## src/hw/rtl/bfpsc_pkg.sv

```systemverilog
package bfpsc_pkg;

    // Frame marker bytes.
    localparam logic [7:0] START_BYTE = 8'h3a;
    localparam logic [7:0] END_BYTE_1 = 8'h0d;
    localparam logic [7:0] END_BYTE_2 = 8'h0a;

    // Parse phase codes.
    localparam logic [3:0] PH_START = 4'd0;
    localparam logic [3:0] PH_ADDR1 = 4'd1;
    localparam logic [3:0] PH_ADDR2 = 4'd2;
    localparam logic [3:0] PH_FUNC1 = 4'd3;
    localparam logic [3:0] PH_FUNC2 = 4'd4;
    localparam logic [3:0] PH_LEN1  = 4'd5;
    localparam logic [3:0] PH_LEN2  = 4'd6;
    localparam logic [3:0] PH_DATA  = 4'd7;
    localparam logic [3:0] PH_CHK1  = 4'd8;
    localparam logic [3:0] PH_CHK2  = 4'd9;
    localparam logic [3:0] PH_END1  = 4'd10;
    localparam logic [3:0] PH_END2  = 4'd11;

    // Result kinds.
    localparam logic [1:0] KIND_PAYLOAD = 2'd0;
    localparam logic [1:0] KIND_DONE    = 2'd1;
    localparam logic [1:0] KIND_ERROR   = 2'd2;

    // Error codes.
    localparam logic [1:0] ERR_NONE     = 2'd0;
    localparam logic [1:0] ERR_START    = 2'd1;
    localparam logic [1:0] ERR_CHECKSUM = 2'd2;
    localparam logic [1:0] ERR_END      = 2'd3;

    localparam int RES_DATA_W = 72;

    typedef struct packed {
        logic [1:0]  error_code;
        logic [15:0] payload_length;
        logic [15:0] function_code;
        logic [7:0]  frame_address;
        logic [15:0] payload_index;
        logic [7:0]  payload_byte;
        logic [1:0]  kind;
    } res_t;

endpackage

```

## src/hw/rtl/bfpsc_parser.sv

```systemverilog
module bfpsc_parser
(
    input  logic               clk,
    input  logic               rst_n,
    input  logic               step,
    input  logic [7:0]         rx_byte,
    output logic               res_valid,
    output bfpsc_pkg::res_t    res
);

    logic [3:0]  phase_reg, phase_next;
    logic [7:0]  held_reg, held_next;
    logic [7:0]  addr_reg, addr_next;
    logic [15:0] func_reg, func_next;
    logic [15:0] len_reg, len_next;
    logic [15:0] count_reg, count_next;
    logic [15:0] sum_reg, sum_next;
    logic [15:0] word;
    logic        frame_fields;

    assign word = {rx_byte, held_reg};

    always_comb
    begin
        phase_next   = phase_reg;
        held_next    = held_reg;
        addr_next    = addr_reg;
        func_next    = func_reg;
        len_next     = len_reg;
        count_next   = count_reg;
        sum_next     = sum_reg;
        res_valid    = 1'b0;
        frame_fields = 1'b1;
        res.kind         = bfpsc_pkg::KIND_ERROR;
        res.payload_byte = 8'd0;
        res.payload_index = 16'd0;
        res.error_code   = bfpsc_pkg::ERR_NONE;

        unique case (phase_reg)
            bfpsc_pkg::PH_ADDR1:
            begin
                held_next  = rx_byte;
                phase_next = bfpsc_pkg::PH_ADDR2;
            end
            bfpsc_pkg::PH_ADDR2:
            begin
                // Only the first address byte is kept; the second is dropped.
                addr_next  = held_reg;
                sum_next   = {8'd0, held_reg};
                phase_next = bfpsc_pkg::PH_FUNC1;
            end
            bfpsc_pkg::PH_FUNC1:
            begin
                held_next  = rx_byte;
                phase_next = bfpsc_pkg::PH_FUNC2;
            end
            bfpsc_pkg::PH_FUNC2:
            begin
                func_next  = word;
                sum_next   = sum_reg + {8'd0, held_reg} + {8'd0, rx_byte};
                phase_next = bfpsc_pkg::PH_LEN1;
            end
            bfpsc_pkg::PH_LEN1:
            begin
                held_next  = rx_byte;
                phase_next = bfpsc_pkg::PH_LEN2;
            end
            bfpsc_pkg::PH_LEN2:
            begin
                len_next   = word;
                sum_next   = sum_reg + word;
                count_next = 16'd0;
                phase_next = (word != 16'd0) ? bfpsc_pkg::PH_DATA : bfpsc_pkg::PH_CHK1;
            end
            bfpsc_pkg::PH_DATA:
            begin
                sum_next   = sum_reg + {8'd0, rx_byte};
                count_next = count_reg + 16'd1;
                if (({1'b0, count_reg} + 17'd1) >= {1'b0, len_reg})
                begin
                    phase_next = bfpsc_pkg::PH_CHK1;
                end
                res_valid         = 1'b1;
                res.kind          = bfpsc_pkg::KIND_PAYLOAD;
                res.payload_byte  = rx_byte;
                res.payload_index = count_reg;
            end
            bfpsc_pkg::PH_CHK1:
            begin
                held_next  = rx_byte;
                phase_next = bfpsc_pkg::PH_CHK2;
            end
            bfpsc_pkg::PH_CHK2:
            begin
                if (word != sum_reg)
                begin
                    phase_next     = bfpsc_pkg::PH_START;
                    res_valid      = 1'b1;
                    res.error_code = bfpsc_pkg::ERR_CHECKSUM;
                end
                else
                begin
                    phase_next = bfpsc_pkg::PH_END1;
                end
            end
            bfpsc_pkg::PH_END1:
            begin
                if (rx_byte != bfpsc_pkg::END_BYTE_1)
                begin
                    phase_next     = bfpsc_pkg::PH_START;
                    res_valid      = 1'b1;
                    res.error_code = bfpsc_pkg::ERR_END;
                end
                else
                begin
                    phase_next = bfpsc_pkg::PH_END2;
                end
            end
            bfpsc_pkg::PH_END2:
            begin
                phase_next = bfpsc_pkg::PH_START;
                res_valid  = 1'b1;
                if (rx_byte != bfpsc_pkg::END_BYTE_2)
                begin
                    res.error_code = bfpsc_pkg::ERR_END;
                end
                else
                begin
                    res.kind = bfpsc_pkg::KIND_DONE;
                end
            end
            default:
            begin
                // Waiting for a start byte; unused phase codes land here too.
                if (rx_byte != bfpsc_pkg::START_BYTE)
                begin
                    phase_next     = bfpsc_pkg::PH_START;
                    res_valid      = 1'b1;
                    res.error_code = bfpsc_pkg::ERR_START;
                    frame_fields   = 1'b0;
                end
                else
                begin
                    phase_next = bfpsc_pkg::PH_ADDR1;
                end
            end
        endcase

        res.frame_address  = frame_fields ? addr_reg : 8'd0;
        res.function_code  = frame_fields ? func_reg : 16'd0;
        res.payload_length = frame_fields ? len_reg : 16'd0;
    end

    always_ff @(posedge clk or negedge rst_n)
    begin
        if (!rst_n)
        begin
            phase_reg <= bfpsc_pkg::PH_START;
            held_reg  <= 8'd0;
            addr_reg  <= 8'd0;
            func_reg  <= 16'd0;
            len_reg   <= 16'd0;
            count_reg <= 16'd0;
            sum_reg   <= 16'd0;
        end
        else if (step)
        begin
            phase_reg <= phase_next;
            held_reg  <= held_next;
            addr_reg  <= addr_next;
            func_reg  <= func_next;
            len_reg   <= len_next;
            count_reg <= count_next;
            sum_reg   <= sum_next;
        end
    end

endmodule

```

## src/hw/rtl/binary_frame_parser_with_sum_check_top.sv

```systemverilog
// Channel  | Direction | tdata                      | tuser | Note
// s_axis   | in        | rx_byte[7:0]               | -     | one received byte per item
// m_axis   | out       | see m_axis_tdata below     | kind  | zero or one result per byte
//
// One item is accepted per cycle while m_axis_tready does not hold the result register.
// The byte sits in an input register, passes through the parser logic, and lands in the
// result register. When the result register is held by m_axis_tready low, the input
// register keeps one more byte and then s_axis_tready drops.
// The asynchronous reset returns the parser to waiting for a start byte and clears all sums.
module binary_frame_parser_with_sum_check_top
(
    input  logic        clk,
    input  logic        rst_n,
    input  logic        s_axis_tvalid,
    output logic        s_axis_tready,
    input  logic [7:0]  s_axis_tdata,   // [7:0] rx_byte
    output logic        m_axis_tvalid,
    input  logic        m_axis_tready,
    // [7:0] payload_byte, [23:8] payload_index, [31:24] frame_address,
    // [47:32] function_code, [63:48] payload_length, [65:64] error_code, rest zero
    output logic [bfpsc_pkg::RES_DATA_W-1:0] m_axis_tdata,
    output logic [1:0]  m_axis_tuser    // [1:0] kind
);

    logic            in_valid_reg, in_valid_next;
    logic [7:0]      in_byte_reg;
    logic            out_valid_reg, out_valid_next;
    bfpsc_pkg::res_t out_res_reg;
    logic            advance;
    logic            res_valid;
    bfpsc_pkg::res_t res;

    assign advance       = in_valid_reg && (!out_valid_reg || m_axis_tready);
    assign s_axis_tready = !in_valid_reg || advance;

    bfpsc_parser u_parser
    (
        .clk       (clk),
        .rst_n     (rst_n),
        .step      (advance),
        .rx_byte   (in_byte_reg),
        .res_valid (res_valid),
        .res       (res)
    );

    always_comb
    begin
        in_valid_next = in_valid_reg;
        if (s_axis_tvalid && s_axis_tready)
        begin
            in_valid_next = 1'b1;
        end
        else if (advance)
        begin
            in_valid_next = 1'b0;
        end

        out_valid_next = out_valid_reg;
        if (advance)
        begin
            out_valid_next = res_valid;
        end
        else if (m_axis_tready)
        begin
            out_valid_next = 1'b0;
        end
    end

    always_ff @(posedge clk or negedge rst_n)
    begin
        if (!rst_n)
        begin
            in_valid_reg  <= 1'b0;
            out_valid_reg <= 1'b0;
        end
        else
        begin
            in_valid_reg  <= in_valid_next;
            out_valid_reg <= out_valid_next;
        end
    end

    always_ff @(posedge clk)
    begin
        if (s_axis_tvalid && s_axis_tready)
        begin
            in_byte_reg <= s_axis_tdata;
        end
        if (advance && res_valid)
        begin
            out_res_reg <= res;
        end
    end

    assign m_axis_tvalid = out_valid_reg;
    assign m_axis_tuser  = out_res_reg.kind;
    assign m_axis_tdata  = {6'd0, out_res_reg.error_code, out_res_reg.payload_length,
                            out_res_reg.function_code, out_res_reg.frame_address,
                            out_res_reg.payload_index, out_res_reg.payload_byte};

    // A byte waiting behind a stalled result must not be dropped.
    a_hold_input: assert property (@(posedge clk) disable iff (!rst_n)
        (in_valid_reg && out_valid_reg && !m_axis_tready) |=> in_valid_reg)
        else $error("input item lost while result stalled");

    // An accepted item is always captured in the input register.
    a_capture: assert property (@(posedge clk) disable iff (!rst_n)
        (s_axis_tvalid && s_axis_tready) |=> in_valid_reg)
        else $error("accepted item not captured");

    // A payload result carries no error and lies inside the declared length.
    a_payload_index: assert property (@(posedge clk) disable iff (!rst_n)
        (out_valid_reg && out_res_reg.kind == bfpsc_pkg::KIND_PAYLOAD) |->
        (out_res_reg.error_code == bfpsc_pkg::ERR_NONE &&
         out_res_reg.payload_index < out_res_reg.payload_length))
        else $error("payload result out of range");

endmodule
```

## config.mk

```make
export PLATFORM = sky130hd
export DESIGN_NAME = binary_frame_parser_with_sum_check_top
export DESIGN_NICKNAME = d
export VERILOG_FILES = /design/src/hw/rtl/bfpsc_pkg.sv /design/src/hw/rtl/bfpsc_parser.sv /design/src/hw/rtl/binary_frame_parser_with_sum_check_top.sv
export SDC_FILE = /design/constraint.sdc
export NUM_CORES = 1
export LEC_CHECK = 0
export BUFFER_PORTS_ARGS = -buffer_cell sky130_fd_sc_hd__buf_2
export CORE_MARGIN = 10
export CORE_UTILIZATION = 40
export CTS_CLUSTER_DIAMETER = 60
export CTS_CLUSTER_SIZE = 30
export DETAILED_ROUTE_END_ITERATION = 10
export PLACE_DENSITY = 0.56
export SLEW_MARGIN = 20
export SYNTH_ARGS = -nofsm -noshare
export SYNTH_HDL_FRONTEND = slang
export SYNTH_HIERARCHICAL = 1
export SYNTH_SLANG_ARGS = --single-unit
```

## constraint.sdc

```tcl
create_clock -name clk -period 6 [get_ports clk]
set_input_delay 0.6 -clock clk [delete_from_list [all_inputs] [get_ports clk]]
set_output_delay 0.6 -clock clk [all_outputs]
set_load 0.1 [all_outputs]
```

==> results.sh <==
export IMPL_clock_sinks=162
export IMPL_synth_edf_count=76
export IMPL_rsz0062_at_grt="no"
export IMPL_post_cts_setup_buffers=0
export IMPL_finalMaxSlewViolations=0
export IMPL_drt_wl_total_um=22700
export IMPL_nets=926
export IMPL_hpwl_um=16100
export IMPL_grt_max_degree=52
export IMPL_ys_seq_area_share_pct=49.5
export IMPL_avgSynthCellArea_um2=11.2
export IMPL_maxCapViolations=0
export IMPL_globalRouteOverflowTotal=0
export IMPL_arrival_ps=4220
export IMPL_cp_startpoint="u_parser/phase_reg[3]$_DFFE_PN0P_"
export IMPL_path_class="register to register"
export IMPL_first_pass_iters=6
export IMPL_yosysWarnings=6
export IMPL_finClkSkew_ps=18.1
export IMPL_fp_dieH_um=170
export IMPL_cts_hold_buf=0
export IMPL_synthCells=797
export IMPL_clk_pin_slew_ps=80
export IMPL_cp_start_kind="register"
export IMPL_dp_cells=1122
export IMPL_cts_tree="done"
export IMPL_grt_pass1_vias=6544
export IMPL_cp_max_fo=29
export IMPL_hp_class="input pin to async pin"
export IMPL_n_fill_cell=2074
export IMPL_cts_buffer_depth=2
export IMPL_start_util_pct=40.9
export IMPL_routedWlPerCell_um=19.7
export IMPL_reg2regPathDepth=16
export IMPL_synth_flop_cell="dfrtp_1"
export IMPL_die_x_um=170
export IMPL_ys_ff_latch=162
export IMPL_gp_congestion=0.890
export IMPL_max_freq_mhz=256
export IMPL_vias=6326
export IMPL_viasPerCell=5.48
export IMPL_final_util_pct=46.7
export IMPL_cts_resized=0
export IMPL_hold_viol_final=0
export IMPL_r2r_start="u_parser/phase_reg[3]$_DFFE_PN0P_"
export IMPL_antenna_found_initial=0
export IMPL_port_buffers=81
export IMPL_yosysUniqueCellTypes=75
export IMPL_drc=0
export IMPL_r2r_slack_ps=2090
export IMPL_holdWs_ps=138
export IMPL_setup_viol=0
export IMPL_r2r_end="u_parser/sum_reg[14]$_DFFE_PN0P_"
export IMPL_relSlewSlack_pct=39.5
export IMPL_syn_area_um2=8950
export IMPL_rows=54
export IMPL_drt_iter0_markers=429
export IMPL_antennaDiodeCount=0
export IMPL_ant_nets=0
export IMPL_period_needed_ps=3910
export IMPL_clkLatencyLatePin_ps=440
export IMPL_ios=88
export IMPL_die_area_um2=28800
export IMPL_cts_buffers=17
export IMPL_core_um2=21900
export IMPL_grt_pass1_wl_um=36900
export IMPL_final_common_cell="dfrtp_1"
export IMPL_status="finished clean"
export IMPL_crit_required_ps=6310
export IMPL_root_buffer="clkbuf_16"
export IMPL_worst_pin_slew_ps=907
export IMPL_syn2layout_area_growth_pct=14.1
export IMPL_largest_reg_flops=66
export IMPL_postSynth_asyncResetShare_pct=53.1
export IMPL_register_area_um2=4430
export IMPL_multi_input_area_um2=4220
export IMPL_htreeDepth=4
export IMPL_finalCritPeriodShare_pct=65.1
export IMPL_final_cell_mix="dfrtp_1, buf_2, edfxtp_1, nand2_1, and2_1"
export IMPL_end_kind="register"
export IMPL_post_route_cells_drive_above_1_share_pct=21.9
export IMPL_fin_setup_tns_ps=0
export IMPL_track_usage_pct=16.3
export IMPL_instances_no_fill=1154
Yosys cell counts (all sizes together) (3+ instances only):
library cell / n / area (um^2)
a211oi: 4 / 35.0
a21o: 22 / 166
a21oi: 42 / 214
a31oi: 6 / 37.5
a32o: 9 / 90.1
and2: 56 / 353
and3: 10 / 62.6
and4: 4 / 35.0
buf: 19 / 116
clkbuf: 28 / 105
dfrtp: 86 / 2150
edfxtp: 76 / 2280
fa: 10 / 200
ha: 43 / 538
inv: 29 / 109
mux2: 46 / 522
mux2i: 5 / 50.1
nand2: 60 / 225
nand2b: 7 / 43.8
nand3: 19 / 110
nand4: 8 / 50.1
nor2: 36 / 140
nor2b: 3 / 18.8
nor3: 6 / 30.0
nor3b: 3 / 22.5
nor4: 13 / 87.6
o211ai: 7 / 71.3
o21a: 5 / 37.5
o21ai: 42 / 218
o21bai: 4 / 30.0
o221ai: 3 / 26.3
o22ai: 3 / 18.8
o2bb2ai: 3 / 26.3
o31ai: 3 / 22.5
o41ai: 3 / 45.1
or2: 3 / 21.3
xnor2: 19 / 166
xor2: 28 / 245
worst max-delay path, cell delays in order, from the launching register on:
cell and delay [ps]:
dfrtp_1 370, inv_1 70, ha_1 320, nand2_1 210, nor2_2 120, buf_4 240, and2_1 200, a21o_1 160
ha_1 220, fa_1 410, a21o_2 200, a21oi_1 320, o21ai_0 230, a21o_1 220, a31oi_1 200, mux2i_1 200
nand4_1 110
cell type report:
class / instances / share of cell area (%)
multi-input combinational: 564 / 41.3
clock inverter: 15 / 2.11
timing repair buffer: 87 / 4.55
clock buffer: 17 / 4.16
inverter: 29 / 1.07
tap: 280 / 3.43
sequential: 162 / 43.4
logic make-up (layout without fill, tap and decap cells):
kind of cell	after synthesis	in the layout	share of synthesized area [%]
and+or+nand+nor	234	234	14.2
AOI/OAI and AO/OA	173	173	13.3
DFF	162	162	49.5
buffers and inverters	76	148	3.69
adders and majority gates	53	53	8.24
muxes	51	51	6.39
xor gates and xnor gates	47	47	4.60
other	1	6	0.0419
routing by layer:
layer	part of all wire, %	track usage (%)	vias up
met5	0	0	-
met4	1.7	4.73	0
met3	5.2	3.77	29
met2	48	26.2	155
met1	45	21.4	3133
li1	-	-	3009
per-stage QoR:
| step | worst slack, ps | instance area, um^2 |
|---|---|---|
| 3_5_place_dp | 2110 | 9580 |
| 6_report | 2090 | 10200 |
| 4_1_cts | 2100 | 10200 |
| 3_3_place_gp | 2200 | 9560 |
| 5_1_grt | 1820 | 10200 |
| 2_1_floorplan | 1150 | 8970 |
worst max path at each step:
stage,endpoint,slack (ps),cells after the start
5_1_grt,u_parser/sum_reg[14]$_DFFE_PN0P_,1820,16
6_report,u_parser/sum_reg[14]$_DFFE_PN0P_,2090,16
3_3_place_gp,u_parser/sum_reg[14]$_DFFE_PN0P_,2200,16
4_1_cts,u_parser/sum_reg[14]$_DFFE_PN0P_,2100,16
2_1_floorplan,m_axis_tdata[0]$_DFFE_PP_,1150,10
3_5_place_dp,u_parser/sum_reg[14]$_DFFE_PN0P_,2110,16
Power is left out: the tool's default activity adds up to more than one toggle a clock period on the data nets, which glitch-free logic cannot reach.
